### src/hw/rtl/elib_pkg.sv
// shared types and codes of the editing line input buffer
package elib_pkg;

    localparam int BYTE_W = 8;

    // result kinds
    localparam logic [1:0] KIND_ECHO = 2'd0;
    localparam logic [1:0] KIND_END  = 2'd1;
    localparam logic [1:0] KIND_READ = 2'd2;

    // line end status
    localparam logic [1:0] ST_EOL    = 2'd0;
    localparam logic [1:0] ST_CANCEL = 2'd1;
    localparam logic [1:0] ST_FULL   = 2'd2;

    // control characters
    localparam logic [7:0] CH_BEL   = 8'h07;
    localparam logic [7:0] CH_BS    = 8'h08;
    localparam logic [7:0] CH_LF    = 8'h0A;
    localparam logic [7:0] CH_CR    = 8'h0D;
    localparam logic [7:0] CH_CAN   = 8'h18;
    localparam logic [7:0] CH_DEL   = 8'h7F;
    localparam logic [7:0] CH_SPACE = 8'h20;

    localparam logic [7:0] LIMIT_RESET = 8'd80;

    // what a decoded request will produce
    typedef enum logic [2:0] {
        OP_READ,
        OP_BELL,
        OP_RUBOUT,
        OP_EOL,
        OP_CANCEL,
        OP_CHAR,
        OP_CHAR_FULL
    } op_t;

endpackage

### src/hw/rtl/elib_line_store.sv
// byte store of the current line, one write and one registered read port
module elib_line_store #(
    parameter int DEPTH = 256
) (
    input  logic                     clk,
    input  logic                     wr_en,
    input  logic [$clog2(DEPTH)-1:0] wr_addr,
    input  logic [7:0]               wr_data,
    input  logic                     rd_en,
    input  logic [$clog2(DEPTH)-1:0] rd_addr,
    output logic [7:0]               rd_data
);
    import elib_pkg::*;

    logic [BYTE_W-1:0] mem [DEPTH];

    always_ff @(posedge clk)
    begin
        if (wr_en)
        begin
            mem[wr_addr] <= wr_data;
        end
    end

    always_ff @(posedge clk)
    begin
        if (rd_en)
        begin
            rd_data <= mem[rd_addr];
        end
    end

endmodule

### src/hw/rtl/editing_line_input_buffer.sv
// top level of the editing line input buffer
//
// s_axis carries requests: tuser 0 is a received byte (tdata[7:0]), tuser 1
// reads the line store at tdata[15:8]. m_axis returns results: tuser is the
// kind (echo, line ended, read data), tdata holds the byte, the end status and
// the line length, tlast marks the final result of a request.
// cfg_valid/cfg_data write the line limit; the port is always ready.
//
// a request is decoded and its state update and store write happen at the
// accepting edge; its first result passes the held-request register, then
// the output register. a single sequencer walks the results of one request,
// one per cycle unless m_axis stalls, so a request holds the input until its
// last result (one to three) goes out; one-result requests stream at one per
// cycle unless m_axis stalls. the store registers read data at acceptance.
// reset clears the count, length, line state and limit (80); the store
// content is undefined until written. when m_axis stalls the output register
// and the sequencer hold and s_axis_tready drops once both are occupied.
module editing_line_input_buffer #(
    parameter int STORE_DEPTH = 256
) (
    input  logic        clk,
    input  logic        rst_n,
    input  logic        s_axis_tvalid,
    output logic        s_axis_tready,
    input  logic [15:0] s_axis_tdata,   // in_byte[7:0], read_index[15:8]
    input  logic        s_axis_tuser,   // func[0]
    output logic        m_axis_tvalid,
    input  logic        m_axis_tready,
    output logic [23:0] m_axis_tdata,   // out_byte[7:0], end_status[9:8],
                                        // line_length[17:10], zero[23:18]
    output logic [1:0]  m_axis_tuser,   // kind[1:0]
    output logic        m_axis_tlast,
    input  logic        cfg_valid,
    output logic        cfg_ready,
    input  logic [7:0]  cfg_data
);
    import elib_pkg::*;

    localparam int AW = $clog2(STORE_DEPTH);

    // line state
    logic [7:0] char_count_reg, char_count_next;
    logic [8:0] stored_length_reg, stored_length_next;
    logic       line_closed_reg, line_closed_next;
    logic [7:0] line_limit_reg;

    // decoded request held while its results go out
    logic       d_valid_reg;
    logic [1:0] d_step_reg;
    op_t        d_op_reg, op_dec;
    logic [7:0] d_byte_reg;
    logic [7:0] d_len_reg, len_dec;
    logic       d_rd_ok_reg, rd_ok_dec;

    // output register
    logic       o_valid_reg;
    logic [7:0] o_byte_reg;
    logic [1:0] o_kind_reg, o_status_reg;
    logic [7:0] o_len_reg;
    logic       o_last_reg;

    logic       acc, func;
    logic [7:0] in_byte, read_index, cc, cc_inc;
    logic       store_flag, wr_en, rd_en;
    logic [7:0] rd_data;

    logic       emit, fin;
    logic [1:0] res_kind, res_status;
    logic [7:0] res_byte, res_len;
    logic       res_last;

    assign func       = s_axis_tuser;
    assign in_byte    = s_axis_tdata[7:0];
    assign read_index = s_axis_tdata[15:8];
    assign acc        = s_axis_tvalid && s_axis_tready;

    // a closed line restarts on the next received byte
    assign cc     = line_closed_reg ? 8'd0 : char_count_reg;
    assign cc_inc = cc + 8'd1;

    always_comb
    begin
        char_count_next    = char_count_reg;
        stored_length_next = stored_length_reg;
        line_closed_next   = line_closed_reg;
        op_dec             = OP_READ;
        len_dec            = 8'd0;
        rd_ok_dec          = 1'b0;
        store_flag         = 1'b0;
        if (func)
        begin
            rd_ok_dec = (9'(read_index) < stored_length_reg)
                     && (32'(read_index) < STORE_DEPTH);
        end
        else
        begin
            line_closed_next   = 1'b0;
            char_count_next    = cc;
            stored_length_next = 9'(cc);
            if (in_byte inside {CH_BS, CH_DEL})
            begin
                if (cc == 8'd0)
                begin
                    op_dec = OP_BELL;
                end
                else
                begin
                    op_dec             = OP_RUBOUT;
                    char_count_next    = cc - 8'd1;
                    stored_length_next = 9'(cc - 8'd1);
                end
            end
            else if (in_byte inside {CH_CR, CH_LF})
            begin
                store_flag         = 1'b1;
                stored_length_next = 9'(cc) + 9'd1;
                line_closed_next   = 1'b1;
                op_dec             = OP_EOL;
                len_dec            = cc;
            end
            else if (in_byte == CH_CAN)
            begin
                char_count_next    = 8'd0;
                stored_length_next = 9'd0;
                line_closed_next   = 1'b1;
                op_dec             = OP_CANCEL;
            end
            else
            begin
                store_flag         = 1'b1;
                char_count_next    = cc_inc;
                stored_length_next = 9'(cc_inc);
                if (cc_inc >= line_limit_reg)
                begin
                    line_closed_next = 1'b1;
                    op_dec           = OP_CHAR_FULL;
                    len_dec          = cc_inc;
                end
                else
                begin
                    op_dec = OP_CHAR;
                end
            end
        end
    end

    // positions beyond the store are counted but not written
    assign wr_en = acc && !func && store_flag && (32'(cc) < STORE_DEPTH);
    assign rd_en = acc && func;

    elib_line_store #(
        .DEPTH (STORE_DEPTH)
    ) u_store (
        .clk     (clk),
        .wr_en   (wr_en),
        .wr_addr (AW'(cc)),
        .wr_data (in_byte),
        .rd_en   (rd_en),
        .rd_addr (AW'(read_index)),
        .rd_data (rd_data)
    );

    // result selected by the held request and step
    always_comb
    begin
        res_kind   = KIND_ECHO;
        res_byte   = d_byte_reg;
        res_status = ST_EOL;
        res_len    = 8'd0;
        res_last   = 1'b1;
        case (d_op_reg)
            OP_READ:
            begin
                res_kind = KIND_READ;
                res_byte = d_rd_ok_reg ? rd_data : 8'd0;
            end
            OP_BELL:
            begin
                res_byte = CH_BEL;
            end
            OP_RUBOUT:
            begin
                res_byte = (d_step_reg == 2'd1) ? CH_SPACE : CH_BS;
                res_last = (d_step_reg == 2'd2);
            end
            OP_EOL:
            begin
                res_kind = KIND_END;
                res_len  = d_len_reg;
            end
            OP_CANCEL:
            begin
                res_kind   = KIND_END;
                res_status = ST_CANCEL;
            end
            OP_CHAR:
            begin
                res_kind = KIND_ECHO;
            end
            OP_CHAR_FULL:
            begin
                if (d_step_reg == 2'd0)
                begin
                    res_last = 1'b0;
                end
                else
                begin
                    res_kind   = KIND_END;
                    res_status = ST_FULL;
                    res_len    = d_len_reg;
                end
            end
            default:
            begin
                res_kind = KIND_ECHO;
            end
        endcase
    end

    assign emit          = d_valid_reg && (!o_valid_reg || m_axis_tready);
    assign fin           = emit && res_last;
    assign s_axis_tready = !d_valid_reg || fin;
    assign cfg_ready     = 1'b1;

    always_ff @(posedge clk or negedge rst_n)
    begin
        if (!rst_n)
        begin
            char_count_reg    <= 8'd0;
            stored_length_reg <= 9'd0;
            line_closed_reg   <= 1'b0;
            line_limit_reg    <= LIMIT_RESET;
            d_valid_reg       <= 1'b0;
            d_step_reg        <= 2'd0;
            o_valid_reg       <= 1'b0;
        end
        else
        begin
            if (cfg_valid && cfg_ready)
            begin
                line_limit_reg <= cfg_data;
            end
            if (acc)
            begin
                char_count_reg    <= char_count_next;
                stored_length_reg <= stored_length_next;
                line_closed_reg   <= line_closed_next;
            end
            if (acc)
            begin
                d_valid_reg <= 1'b1;
                d_step_reg  <= 2'd0;
            end
            else if (fin)
            begin
                d_valid_reg <= 1'b0;
            end
            else if (emit)
            begin
                d_step_reg <= d_step_reg + 2'd1;
            end
            if (emit)
            begin
                o_valid_reg <= 1'b1;
            end
            else if (m_axis_tready)
            begin
                o_valid_reg <= 1'b0;
            end
        end
    end

    always_ff @(posedge clk)
    begin
        if (acc)
        begin
            d_op_reg    <= op_dec;
            d_byte_reg  <= in_byte;
            d_len_reg   <= len_dec;
            d_rd_ok_reg <= rd_ok_dec;
        end
        if (emit)
        begin
            o_kind_reg   <= res_kind;
            o_byte_reg   <= res_byte;
            o_status_reg <= res_status;
            o_len_reg    <= res_len;
            o_last_reg   <= res_last;
        end
    end

    assign m_axis_tvalid = o_valid_reg;
    assign m_axis_tdata  = {6'd0, o_len_reg, o_status_reg, o_byte_reg};
    assign m_axis_tuser  = o_kind_reg;
    assign m_axis_tlast  = o_last_reg;

endmodule

### config.mk
export PLATFORM = sky130hd
export DESIGN_NAME = editing_line_input_buffer
export DESIGN_NICKNAME = d
export VERILOG_FILES = /design/src/hw/rtl/elib_pkg.sv /design/src/hw/rtl/elib_line_store.sv /design/src/hw/rtl/editing_line_input_buffer.sv
export SDC_FILE = /design/constraint.sdc
export NUM_CORES = 2
export LEC_CHECK = 0
export BUFFER_PORTS_ARGS = -buffer_cell sky130_fd_sc_hd__buf_2
export CAP_MARGIN = 0
export CORE_UTILIZATION = 50
export DETAILED_ROUTE_END_ITERATION = 8
export PLACE_DENSITY_LB_ADDON = 0.1
export SLEW_MARGIN = 20
export SYNTH_ARGS = -nofsm -noshare
export SYNTH_HDL_FRONTEND = slang
export SYNTH_SLANG_ARGS = --single-unit
### constraint.sdc
create_clock -name clk -period 3.15 [get_ports clk]
set_input_delay 0.4725 -clock clk [delete_from_list [all_inputs] [get_ports clk]]
set_output_delay 0.4725 -clock clk [all_outputs]
set_load 0.01 [all_outputs]
==> results_dict.tcl <==
set metrics [dict create \
    ys_seq_elements 2127 \
    grt_max_degree 210 \
    ant_nets 0 \
    pre_cts_ws_ns -0.558 \
    dpl.hpwl_um 138000 \
    initial_core_util_pct 50.3 \
    cts.sinks 2127 \
    clk_latency_ns 0.85 \
    gp_congestion 0.908 \
    cts_buffer_depth 3 \
    r2r-end "u_store.mem[59][4]" \
    powerDensity_nw_per_um2 633 \
    ir_drop_v 0.000610 \
    io_pins 60 \
    die_x_um 409 \
    syn_inst 4003 \
    power.share.switching_pct 23.7 \
    cp.required_ns 3.62 \
    drt-total-wl_um 215000 \
    p_seq_share_pct 51.1 \
    crit_path_end "u_store.mem[59][4]" \
    synth_top_family_by_area "multiplexers" \
    final_nets 4754 \
    die_y_um 409 \
    setup_viol 0 \
    grt_pass1_vias 43004 \
    post-route-period-util_pct 97.1 \
    yosys.area_share.adder_pct 0.256 \
    grt_pass1_wl_um 309000 \
    cts_tree "built" \
    p_leak_nw 31.9 \
    row_count 149 \
    path_max_fanout 14 \
    synth_cell_type_count 71 \
    fin_area_um2 97600 \
    ys_seq_area_share_pct 76.8 \
    synthMuxAreaShare_pct 14.4 \
    yosys_warnings 0 \
    antenna_found_initial 6 \
    drive_above_1_share_pct 32.4 \
    synth_compound_area_share_pct 3.64 \
    end_kind "flip-flop" \
    vias 42370 \
    async_flop_share_pct 1.41 \
    gr-total-overflow 0 \
    hp-class "input port to flip-flop" \
    startpoint_type "flip-flop" \
    drv_cap 0 \
    dieArea_um2 167000 \
    drt_iter0_markers 4455 \
    r2r_start "d_step_reg[0]" \
    syn_avg_cell_area_um2 20.7 \
    crit_type "flip-flop to flip-flop" \
    crit_start "d_step_reg[0]" \
    hold_violations 0 \
    reg2reg_depth 11 \
    r2r_setup_slack_ns 0.09 \
    internal-power_mw 47.1 \
    max_freq_ghz 0.327 \
    worst_pin_slew_ns 1.12 \
    combPwrFrac_pct 9.5 \
    wl_per_cell_um 30.5 \
    synthSimpleGateAreaFrac_pct 2.99 \
    port-buffer-count 52 \
    core_um2 165000 \
    p_clk_share_pct 39.4 \
    slew_violations 0 \
    cp.arrival_ns 3.53 \
    slew_headroom_pct 25.3 \
    status "finished clean" \
    cts-root-buf "clkbuf_16" \
    clk_pin_slew_ns 0.06 \
    synth_xor_area_share_pct 0.0528 \
    holdWs_ns 0.0762 \
    largest_reg_flops 2048 \
    synthFlopType "edfxtp_1" \
    finalClockSkew_ns 0.0303 \
    via_per_inst 5.99 \
    synth_edf_count 2097 \
    cts_buffers 210 \
    first_pass_iters 7 \
    finalWorstPathRequiredPeriod_ns 3.06 \
    drc 0 \
    h-tree-depth 4 \
    track_usage_pct 25.9 \
    p_sw_mw 14.6 \
    fin_ws_ns 0.0900 \
    synth_area_um2 82900 \
    post_dp_cell_area_um2 90500 \
    syn_to_final_growth_pct 17.7 \
]
==> stage by stage <==
stage | total power, mW | setup TNS, ns | utilization (%) | std cells
detailed placement | 37.9 | -10.71 | 54.9 | 6657
global placement | 37.9 | -10.86 | 54.9 | 6657
global route | 63.5 | -0.263 | 59.2 | 7071
floorplan | 34.8 | 0 | - | 4008
finish | 61.7 | 0 | 59.2 | 7073
CTS | 62.1 | -1.80 | 59.2 | 7068
==> final cells by class <==
cell class              count  area, um^2
flip-flops and latches   2127       63700
multi-input cells        1606       17900
repair buffers            736        6370
fillers                 12049       67200
clock buffers             244        5430
well taps                2189        2740
inverters                  26        97.6
diodes                      5        12.5
clock inverters           140        1250
==> worst min-delay path by stage <==
stage / startpoint / end / slack, ns / cells past startpoint
after floorplan: rst_n / char_count_reg[0] / 0.18 / 0
after global placement: stored_length_reg[0] / stored_length_reg[0] / 0.47 / 2
after detailed placement: stored_length_reg[0] / stored_length_reg[0] / 0.49 / 2
after CTS: cfg_valid / line_limit_reg[0] / 0.007 / 2
after global routing: cfg_valid / line_limit_reg[0] / 0.06 / 2
final: cfg_valid / line_limit_reg[0] / 0.08 / 2
==> power groups by stage <==
stage | combinational (mW) | sequential, mW | clock (mW)
floorplan | 2.68 | 32.1 | 0
global placement | 5.73 | 32.1 | 0
global route | 6.18 | 31.6 | 25.7
finish | 5.87 | 31.6 | 24.3
detailed placement | 5.76 | 32.2 | 0
CTS | 5.82 | 31.6 | 24.7
==> cells by family (layout without fill, tap and decap cells) <==
kind of cell / after synthesis / in the layout
mux: 582 / 582
other cells: 2 / 12
simple gates: 559 / 559
compound gates: 436 / 436
fa+ha+maj: 17 / 17
xor+xnor: 5 / 5
buf+inv: 275 / 1146
flops: 2127 / 2127
==> per-layer routing <==
layer	global-route usage [%]	vias up	share of wire, %
met2	42.2	1540	49
met1	36.0	22436	41
li1	-	18089	-
met3	4.58	305	6.7
met4	7.86	0	2.9
met5	0	-	0
==> worst max-delay path, cell delays in order, from the launching register on <==
cell	delay, ns
dfrtp_1	0.35
inv_1	0.06
ha_1	0.20
nand2b_1	0.16
a32o_1	0.29
a211oi_4	0.32
nand2_2	0.13
nor2_1	0.19
buf_4	0.15
nand2_1	0.13
buf_12	0.20
nor2_2	0.51
==> cell usage in the layout, fill, tap and decap left out, types with 7 or more instances in the layout <==
master,count
mux2_2,26
o221ai_1,18
a21oi_1,60
inv_1,25
nand3_1,22
a22oi_1,50
edfxtp_1,2097
a221oi_1,25
nor2_1,269
o22ai_1,108
buf_2,41
a22o_1,41
buf_8,10
dlygate4sd3_1,27
or3_1,7
and2_1,8
nor2b_1,12
bufinv_16,17
nand2_2,11
buf_12,64
mux4_2,481
nor2_2,26
clkinv_2,41
dfrtp_1,28
a211oi_1,43
nand2b_1,12
clkbuf_16,212
nor4_1,19
nand2_1,91
mux2i_1,71
conb_1,7
nor3_1,27
o21ai_0,39
clkinv_1,63
clkbuf_1,32
ha_1,17
nand3_2,7
buf_4,592
and3_1,9
==> synthesized netlist by cell type (7+ instances only) <==
| cell type | number | area, um^2 |
|---|---|---|
| buf_1 | 12 | 45.0 |
| mux2_2 | 26 | 293 |
| a221oi_1 | 25 | 219 |
| buf_6 | 22 | 248 |
| a211oi_1 | 43 | 323 |
| nand2_1 | 101 | 379 |
| a21oi_1 | 63 | 315 |
| and2_1 | 8 | 50.1 |
| mux4_2 | 481 | 10800 |
| and3_1 | 9 | 56.3 |
| o21ai_0 | 40 | 200 |
| edfxtp_1 | 2097 | 63000 |
| nor4_1 | 19 | 119 |
| nor3_1 | 28 | 140 |
| o221ai_1 | 18 | 158 |
| ha_1 | 17 | 213 |
| a22oi_1 | 50 | 375 |
| nand3_1 | 29 | 145 |
| o22ai_1 | 108 | 676 |
| buf_4 | 45 | 338 |
| clkbuf_1 | 81 | 304 |
| buf_2 | 82 | 410 |
| a22o_1 | 41 | 359 |
| nor2b_1 | 15 | 93.8 |
| mux2i_1 | 71 | 711 |
| inv_1 | 25 | 93.8 |
| dfrtp_1 | 28 | 701 |
| nor2_1 | 301 | 1130 |
| or3_1 | 7 | 43.8 |
| nand2b_1 | 16 | 100 |
==> timing repair <==
item / CTS / global route
setup endpoints to repair: 135 / 315
pin swaps: 0 / 2
gates resized for setup: 20 / 22
hold buffers: 27 / 0
setup buffers: 0 / 0
hold endpoints to repair: 50 / 0
(Power assumes the default switching activity.)
